--- src/rtl/lpht_pkg.sv ---
// lpht_pkg: shared types and codes of the linear probe hash table unit
// used by lpht_ctrl, lpht_datapath and linear_probe_hash_table_unit; no dependencies

package lpht_pkg;

  // operation code of an input word
  typedef enum logic {
    OP_INSERT = 1'b0,
    OP_SEARCH = 1'b1
  } lpht_op_e;

  // status code of a result word
  typedef enum logic [1:0] {
    STATUS_INSERTED = 2'd0,
    STATUS_FULL     = 2'd1,
    STATUS_FOUND    = 2'd2,
    STATUS_MISSING  = 2'd3
  } lpht_status_e;

  // controller states
  typedef enum logic [2:0] {
    S_CLEAR,
    S_IDLE,
    S_HASH,
    S_PROBE,
    S_DONE
  } lpht_state_e;

  // controller to datapath commands
  typedef struct packed {
    logic clear_step;   // write one empty slot during the clearing pass
    logic load;         // capture operation and key, start home slot calculation
    logic hash_step;    // advance the remainder unit by one key bit
    logic probe_start;  // set probe address to the home slot, clear counters
    logic probe_run;    // issue slot reads and evaluate returned slots
    logic finish;       // latch the result, store the key on an insert hit
    logic out_load;     // move the latched result into the output register
  } lpht_cmd_t;

  // datapath to controller status
  typedef struct packed {
    logic clear_last;   // clearing pass is at the last slot
    logic hash_done;    // home slot is ready
    logic probe_done;   // evaluated slot ends the probe sequence
  } lpht_sts_t;

endpackage

--- src/rtl/lpht_ctrl.sv ---
// lpht_ctrl: sequencing state machine of the linear probe hash table unit
// depends on lpht_pkg; drives lpht_datapath through lpht_cmd_t / lpht_sts_t

module lpht_ctrl (
  input  logic              clk_i,
  input  logic              rst_ni,
  input  logic              in_valid_i,
  output logic              in_ready_o,
  output logic              out_valid_o,
  input  logic              out_ready_i,
  input  lpht_pkg::lpht_sts_t sts_i,
  output lpht_pkg::lpht_cmd_t cmd_o
);

  lpht_pkg::lpht_state_e state_q, state_d;
  logic                  out_valid_q, out_valid_d;

  always_ff @(posedge clk_i or negedge rst_ni) begin
    if (!rst_ni) begin
      state_q     <= lpht_pkg::S_CLEAR;
      out_valid_q <= 1'b0;
    end else begin
      state_q     <= state_d;
      out_valid_q <= out_valid_d;
    end
  end

  always_comb begin
    state_d    = state_q;
    cmd_o      = '0;
    in_ready_o = 1'b0;
    case (state_q)
      lpht_pkg::S_CLEAR: begin
        cmd_o.clear_step = 1'b1;
        if (sts_i.clear_last) begin
          state_d = lpht_pkg::S_IDLE;
        end
      end
      lpht_pkg::S_IDLE: begin
        in_ready_o = 1'b1;
        if (in_valid_i) begin
          cmd_o.load = 1'b1;
          state_d    = lpht_pkg::S_HASH;
        end
      end
      lpht_pkg::S_HASH: begin
        cmd_o.hash_step = 1'b1;
        if (sts_i.hash_done) begin
          cmd_o.probe_start = 1'b1;
          state_d           = lpht_pkg::S_PROBE;
        end
      end
      lpht_pkg::S_PROBE: begin
        cmd_o.probe_run = 1'b1;
        if (sts_i.probe_done) begin
          cmd_o.finish = 1'b1;
          state_d      = lpht_pkg::S_DONE;
        end
      end
      lpht_pkg::S_DONE: begin
        if (!out_valid_q || out_ready_i) begin
          cmd_o.out_load = 1'b1;
          state_d        = lpht_pkg::S_IDLE;
        end
      end
      default: begin
        state_d = lpht_pkg::S_CLEAR;
      end
    endcase
  end

  always_comb begin
    out_valid_d = out_valid_q;
    if (cmd_o.out_load) begin
      out_valid_d = 1'b1;
    end else if (out_ready_i) begin
      out_valid_d = 1'b0;
    end
  end

  assign out_valid_o = out_valid_q;

`ifndef SYNTHESIS
  a_finish_needs_done: assert property (@(posedge clk_i) disable iff (!rst_ni)
    cmd_o.finish |-> sts_i.probe_done)
    else $error("result latched before the probe sequence ended");

  a_no_overwrite: assert property (@(posedge clk_i) disable iff (!rst_ni)
    cmd_o.out_load |-> (!out_valid_q || out_ready_i))
    else $error("output word overwritten before it was taken");

  a_valid_from_done: assert property (@(posedge clk_i) disable iff (!rst_ni)
    $rose(out_valid_o) |-> $past(state_q == lpht_pkg::S_DONE))
    else $error("output valid raised outside the done state");
`endif

endmodule

--- src/rtl/lpht_datapath.sv ---
// lpht_datapath: slot memory, home slot remainder unit, probe pipeline, result registers
// depends on lpht_pkg; commanded by lpht_ctrl

module lpht_datapath #(
  parameter int SLOTS    = 128,
  parameter int KEY_BITS = 31
) (
  input  logic                clk_i,
  input  logic                rst_ni,
  input  lpht_pkg::lpht_cmd_t cmd_i,
  output lpht_pkg::lpht_sts_t sts_o,
  input  logic                operation_i,
  input  logic [KEY_BITS-1:0] key_i,
  output logic [1:0]          status_o
);

  localparam int SLOT_W = (SLOTS > 1) ? $clog2(SLOTS) : 1;
  localparam int CNT_W  = $clog2(SLOTS + 1);
  localparam int IDX_W  = $clog2(KEY_BITS);
  localparam bit SLOTS_POW2 = ((SLOTS & (SLOTS - 1)) == 0);
  localparam logic [SLOT_W-1:0] SLOT_LAST  = SLOT_W'(SLOTS - 1);
  localparam logic [SLOT_W:0]   SLOTS_X    = SLOTS[SLOT_W:0];
  localparam logic [CNT_W-1:0]  CNT_LAST   = CNT_W'(SLOTS - 1);
  localparam logic [CNT_W-1:0]  CNT_ALL    = CNT_W'(SLOTS);
  localparam logic [IDX_W-1:0]  IDX_TOP    = IDX_W'(KEY_BITS - 1);

  // slot memory, valid bit on top of the key
  logic [KEY_BITS:0] slot_mem_q [SLOTS];

  lpht_pkg::lpht_op_e op_q;
  logic [KEY_BITS-1:0] key_q;

  // home slot remainder unit
  logic [SLOT_W-1:0] rem_q, rem_d;
  logic [IDX_W-1:0]  idx_q, idx_d;
  logic              hash_busy_q, hash_busy_d;
  logic [SLOT_W:0]   rem_shift;

  // probe pipeline
  logic [SLOT_W-1:0] clr_addr_q;
  logic [SLOT_W-1:0] rd_addr_q, rd_addr_d;
  logic [CNT_W-1:0]  issue_cnt_q, issue_cnt_d;
  logic [CNT_W-1:0]  ev_cnt_q, ev_cnt_d;
  logic              ev_vld_q;
  logic [SLOT_W-1:0] ev_addr_q;
  logic [KEY_BITS:0] rdata_q;
  logic              issue;

  logic              hit_empty, hit_equal, probe_last, probe_done;
  lpht_pkg::lpht_status_e result;
  lpht_pkg::lpht_status_e res_q, status_q;

  logic                mem_we;
  logic [SLOT_W-1:0]   mem_waddr;
  logic [KEY_BITS:0]   mem_wdata;

  // ---------------- remainder unit ----------------
  assign rem_shift = {rem_q, key_q[idx_q]};

  always_comb begin
    rem_d       = rem_q;
    idx_d       = idx_q;
    hash_busy_d = hash_busy_q;
    if (cmd_i.load) begin
      idx_d = IDX_TOP;
      if (SLOTS_POW2) begin
        rem_d       = SLOT_W'(key_i);
        hash_busy_d = 1'b0;
      end else begin
        rem_d       = '0;
        hash_busy_d = 1'b1;
      end
    end else if (cmd_i.hash_step && hash_busy_q) begin
      if (rem_shift >= SLOTS_X) begin
        rem_d = SLOT_W'(rem_shift - SLOTS_X);
      end else begin
        rem_d = SLOT_W'(rem_shift);
      end
      idx_d = idx_q - 1'b1;
      if (idx_q == '0) begin
        hash_busy_d = 1'b0;
      end
    end
  end

  // ---------------- probe evaluation ----------------
  assign hit_empty  = ev_vld_q && !rdata_q[KEY_BITS];
  assign hit_equal  = ev_vld_q && rdata_q[KEY_BITS] && (rdata_q[KEY_BITS-1:0] == key_q);
  assign probe_last = ev_vld_q && (ev_cnt_q == CNT_LAST);
  assign probe_done = hit_empty || (hit_equal && (op_q == lpht_pkg::OP_SEARCH)) || probe_last;

  always_comb begin
    if (op_q == lpht_pkg::OP_INSERT) begin
      result = hit_empty ? lpht_pkg::STATUS_INSERTED : lpht_pkg::STATUS_FULL;
    end else begin
      result = (hit_equal && !hit_empty) ? lpht_pkg::STATUS_FOUND : lpht_pkg::STATUS_MISSING;
    end
  end

  assign issue = cmd_i.probe_run && !probe_done && (issue_cnt_q != CNT_ALL);

  always_comb begin
    rd_addr_d   = rd_addr_q;
    issue_cnt_d = issue_cnt_q;
    ev_cnt_d    = ev_cnt_q;
    if (cmd_i.probe_start) begin
      rd_addr_d   = rem_q;
      issue_cnt_d = '0;
      ev_cnt_d    = '0;
    end else begin
      if (issue) begin
        rd_addr_d   = (rd_addr_q == SLOT_LAST) ? '0 : rd_addr_q + 1'b1;
        issue_cnt_d = issue_cnt_q + 1'b1;
      end
      if (ev_vld_q && cmd_i.probe_run) begin
        ev_cnt_d = ev_cnt_q + 1'b1;
      end
    end
  end

  // memory write: clearing pass or insert into the empty slot found
  assign mem_we    = cmd_i.clear_step ||
                     (cmd_i.finish && (op_q == lpht_pkg::OP_INSERT) && hit_empty);
  assign mem_waddr = cmd_i.clear_step ? clr_addr_q : ev_addr_q;
  assign mem_wdata = cmd_i.clear_step ? '0 : {1'b1, key_q};

  always_ff @(posedge clk_i) begin
    if (mem_we) begin
      slot_mem_q[mem_waddr] <= mem_wdata;
    end
    if (issue) begin
      rdata_q <= slot_mem_q[rd_addr_q];
    end
  end

  // ---------------- control registers ----------------
  always_ff @(posedge clk_i or negedge rst_ni) begin
    if (!rst_ni) begin
      clr_addr_q  <= '0;
      hash_busy_q <= 1'b0;
      idx_q       <= '0;
      rd_addr_q   <= '0;
      issue_cnt_q <= '0;
      ev_cnt_q    <= '0;
      ev_vld_q    <= 1'b0;
    end else begin
      if (cmd_i.clear_step) begin
        clr_addr_q <= (clr_addr_q == SLOT_LAST) ? '0 : clr_addr_q + 1'b1;
      end
      hash_busy_q <= hash_busy_d;
      idx_q       <= idx_d;
      rd_addr_q   <= rd_addr_d;
      issue_cnt_q <= issue_cnt_d;
      ev_cnt_q    <= ev_cnt_d;
      ev_vld_q    <= issue;
    end
  end

  // ---------------- payload registers ----------------
  always_ff @(posedge clk_i) begin
    rem_q <= rem_d;
    if (cmd_i.load) begin
      op_q  <= lpht_pkg::lpht_op_e'(operation_i);
      key_q <= key_i;
    end
    if (issue) begin
      ev_addr_q <= rd_addr_q;
    end
    if (cmd_i.finish) begin
      res_q <= result;
    end
    if (cmd_i.out_load) begin
      status_q <= res_q;
    end
  end

  assign sts_o.clear_last = (clr_addr_q == SLOT_LAST);
  assign sts_o.hash_done  = !hash_busy_q;
  assign sts_o.probe_done = probe_done;
  assign status_o         = status_q;

`ifndef SYNTHESIS
  a_addr_in_range: assert property (@(posedge clk_i) disable iff (!rst_ni)
    rd_addr_q <= SLOT_LAST)
    else $error("probe address beyond the last slot");

  a_home_in_range: assert property (@(posedge clk_i) disable iff (!rst_ni)
    cmd_i.probe_start |-> (rem_q <= SLOT_LAST))
    else $error("home slot beyond the last slot");

  a_probe_bounded: assert property (@(posedge clk_i) disable iff (!rst_ni)
    ev_vld_q |-> (ev_cnt_q < CNT_ALL))
    else $error("probe sequence ran past one full wrap");
`endif

endmodule

--- src/rtl/linear_probe_hash_table_unit.sv ---
// linear_probe_hash_table_unit: top level of the linear probe hash table
// depends on lpht_pkg, lpht_ctrl and lpht_datapath

// Open-addressing hash table of SLOTS entries with linear probing. Each input
// word is an insert (operation 0) or a search (operation 1) of a key; each gives
// exactly one status word: 0 inserted, 1 table full and insert rejected, 2 found,
// 3 not found. The home slot is key mod SLOTS; probing moves forward one slot at
// a time with wraparound and stops at the first empty slot, at an equal key on a
// search, or after one full wrap. Duplicate keys are stored again; there is no
// delete. After reset the block runs a clearing pass over the slot memory and
// holds in_ready_o low until it is done. Each item then goes through these
// steps in order: the word is taken, the home slot is formed, 1 to SLOTS slots
// are probed on the single read port of the slot memory, whose read data is
// registered, and the status is handed to the output register. When SLOTS is
// not a power of two the home slot comes from a bit-serial remainder unit. A
// new word is taken only once these steps are through, but while the previous
// status still waits in the output register.

module linear_probe_hash_table_unit #(
  parameter int SLOTS    = 128,
  parameter int KEY_BITS = 31
) (
  input  logic                clk_i,
  input  logic                rst_ni,
  // input words
  input  logic                in_valid_i,
  output logic                in_ready_o,
  input  logic                operation_i,
  input  logic [KEY_BITS-1:0] key_i,
  // result words
  output logic                out_valid_o,
  input  logic                out_ready_i,
  output logic [1:0]          status_o
);

  // command and status between sequencer and datapath
  lpht_pkg::lpht_cmd_t cmd;
  lpht_pkg::lpht_sts_t sts;

  // sequencer: clearing pass, handshakes, hash / probe / result steps
  lpht_ctrl u_ctrl (
    .clk_i       (clk_i),
    .rst_ni      (rst_ni),
    .in_valid_i  (in_valid_i),
    .in_ready_o  (in_ready_o),
    .out_valid_o (out_valid_o),
    .out_ready_i (out_ready_i),
    .sts_i       (sts),
    .cmd_o       (cmd)
  );

  // datapath: slot memory, remainder unit, probe pipeline, output register
  lpht_datapath #(
    .SLOTS    (SLOTS),
    .KEY_BITS (KEY_BITS)
  ) u_datapath (
    .clk_i       (clk_i),
    .rst_ni      (rst_ni),
    .cmd_i       (cmd),
    .sts_o       (sts),
    .operation_i (operation_i),
    .key_i       (key_i),
    .status_o    (status_o)
  );

endmodule
--- config.mk ---
export PLATFORM = sky130hd
export DESIGN_NAME = linear_probe_hash_table_unit
export DESIGN_NICKNAME = d
export VERILOG_FILES = /design/src/rtl/lpht_pkg.sv /design/src/rtl/lpht_ctrl.sv /design/src/rtl/lpht_datapath.sv /design/src/rtl/linear_probe_hash_table_unit.sv
export SDC_FILE = /design/constraint.sdc
export NUM_CORES = 2
export LEC_CHECK = 0
export BUFFER_PORTS_ARGS = -buffer_cell sky130_fd_sc_hd__buf_2
export CORE_ASPECT_RATIO = 1.75
export CORE_MARGIN = 2
export CORE_UTILIZATION = 50
export DETAILED_ROUTE_END_ITERATION = 16
export PLACE_DENSITY = 0.65
export SLEW_MARGIN = 20
export SYNTH_ARGS = -nofsm -noshare
export SYNTH_HDL_FRONTEND = slang
export SYNTH_HIERARCHICAL = 1
export SYNTH_SLANG_ARGS = --single-unit
--- constraint.sdc ---
create_clock -name clk_i -period 15.25 [get_ports clk_i]
set_input_delay 0.7625 -clock clk_i [delete_from_list [all_inputs] [get_ports clk_i]]
set_output_delay 0.7625 -clock clk_i [all_outputs]
set_load 0.03 [all_outputs]
==> run metrics <==
Pre-Repair DR Iteration Count=6; Crit Path Max Fanout=89; routability cong.=0.9697; Worst setup EP type=register; starting density of the core=50.15%; WL/cell=37.29 um; CP max stage cell=nor3_1; total power density per cell area=118.6 nW/um^2; die width=435.4 um; Area Growth Syn to Fin=12.53%; worst path buffer plus inverter count=4; pin count of the biggest net entering global routing=129; fin util=56.43%; # IOs=40; core area=324,700 sq um; CTS Buf Count=358; synth warn=6; most common cell after layout, fill and taps aside=edfxtp_1; Crit Path Class=register to register; commonest non-fill, non-tap cells in the layout=edfxtp_1, mux4_2, mux2i_1; CTS Sinks=4,218; row count=277; Worst-Skew Late Latency=0.94 ns; status=complete, no violations; gr usage total=27.87%; post-synth design cell area=162,800 sq um; Max VDD drop=0.1018 mV; CP top delay family=buffers and inverters; fin crit share=40.24%; vias in the first global route=79,970; maximum achievable frequency=163.0 MHz; Clock Pin Slew Worst Setup and Hold Paths=0.07 ns; PortBufs=39; RSZ-0062 raised after global routing=no; htree depth=5; worst path required time=15.94 ns; Layout Skew=0.09945 ns; worst slew pin tran=1.324 ns; setup slack after layout=9.114 ns; fin cells=12,490; DRC Markers=0; static leakage power=47.61 nW; Tmin final=6.136 ns; nets=7,913; worst-path cell chain=buf_12 > buf_4 > buf_12 > buf_4 > mux4_2 > nand2_1 > a21oi_1 > nor3_1 > o221ai_1 > o32a_1; final number of hold-violating endpoints=0; Avg Inst Size Synth=21.52 sq um; first-pass GRT wire length=638,600 um; Chip Height=759.0 um; Max-slew headroom=11.74%; clk buf depth=4; post-route ant nets=0; Syn Nets=7,607; HPWL Detailed=291,900 um; Initial DRC Count=11,500; final setup fails=0; wirelength, routed=465,800 um; total gr overflow=0; initial antenna violation count=37; Hold Crit Class=primary input to register; setup tns final=0 ns; Cells after DPL=11,780; Post-Place Setup Slack=8.852 ns; Root Buffer Master=clkbuf_16; Die Footprint=330,500 sq um; max cap viols=0; vias=80,960; Synth Instances=7,566; CTS tree=done; CP startpoint kind=register; max incr delay on CP=0.87 ns; total setup buffers inserted after CTS=0; Data arrival, critical path=6.82 ns; fraction of layout cells with a size suffix above 1=26.64%; routed vias/inst=6.482; final slew viol count=0
-- registers in the layout, indices dropped and copies added (netlist names) --
name and flops:
u_datapath/rem_q 7, u_datapath/clr_addr_q 7, u_ctrl/state_q 3, u_datapath/slot_mem_q 4096, u_datapath/status_o 2, u_datapath/idx_q 5, u_datapath/issue_cnt_q 8, u_datapath/key_q 31
u_ctrl/out_valid_o 1, u_datapath/ev_vld_q 1, u_datapath/ev_cnt_q 8, u_datapath/rd_addr_q 7, u_datapath/rdata_q 32, u_datapath/op_q 1, u_datapath/ev_addr_q 7, u_datapath/res_q 2
-- power breakdown --
part / leakage [nW] / switching [mW] / internal (mW)
registers: 29.6 / 0.0000000000000000557 / 12.5
clock network: 5.60 / 4.19 / 4.99
logic: 12.4 / 0.0127 / 0.00364
-- worst reg2reg max path, delay by kind of cell, from the launching register on --
| kind | cells | cell delay (ns) |
|---|---|---|
| simple gates | 2 | 0.97 |
| mux | 1 | 0.67 |
| buf+inv | 4 | 2.52 |
| compound gates | 3 | 0.93 |
| flops | 1 | 0.85 |
-- cell type report --
class | instances | area (sq um)
Fill cell | 23500 | 141500
Sequential cell | 4218 | 126500
Multi-Input combinational cell | 2902 | 35520
Clock buffer | 424 | 9323
Tap cell | 4324 | 5410
Timing Repair Buffer | 375 | 4190
Clock inverter | 220 | 2221
Inverter | 17 | 83.83
Antenna cell | 9 | 22.52
-- stage by stage --
step / hold WS (ns) / area, sq um / power (mW)
6_report: 0.07974 / 183200 / 21.73
5_1_grt: 0.05628 / 183200 / 22.24
4_1_cts: 0.007657 / 182000 / 21.85
3_5_place_dp: 0.4052 / 170500 / 12.80
3_3_place_gp: 0.4112 / 169300 / 12.80
2_1_floorplan: 0.4003 / 162900 / 12.79
-- per-layer routing --
layer | vias up | global-route usage, % | share of wire [%]
met4 | 4 | 20.26 | 8.8
met5 | - | 0 | 0.0069
li1 | 32280 | - | -
met3 | 961 | 3.940 | 7.8
met2 | 4327 | 45.87 | 49
met1 | 43380 | 33.99 | 34
-- worst paths after layout --
path / slack, ns / end / start / cells past startpoint
min in group asynchronous: 0.49 / u_datapath/ev_vld_q / rst_ni / 2
hold / removal: 0.08 / u_datapath/key_q[30] / key_i[30] / 1
setup reg to reg: 9.11 / u_datapath/rdata_q[0] / u_datapath/rd_addr_q[0] / 10
max in group asynchronous: 14.26 / u_datapath/rd_addr_q[2] / rst_ni / 2
hold reg to reg: 0.39 / u_datapath/status_o[1] / u_datapath/res_q[1] / 0
setup / recovery: 9.11 / u_datapath/rdata_q[0] / u_datapath/rd_addr_q[0] / 10
-- timing repair --
item | in CTS | in global routing
gates resized for setup | 0 | 0
hold buffers | 1 | 0
hold endpoints to repair | 2 | 0
No activity file was read; power rests on OpenSTA's default activity.
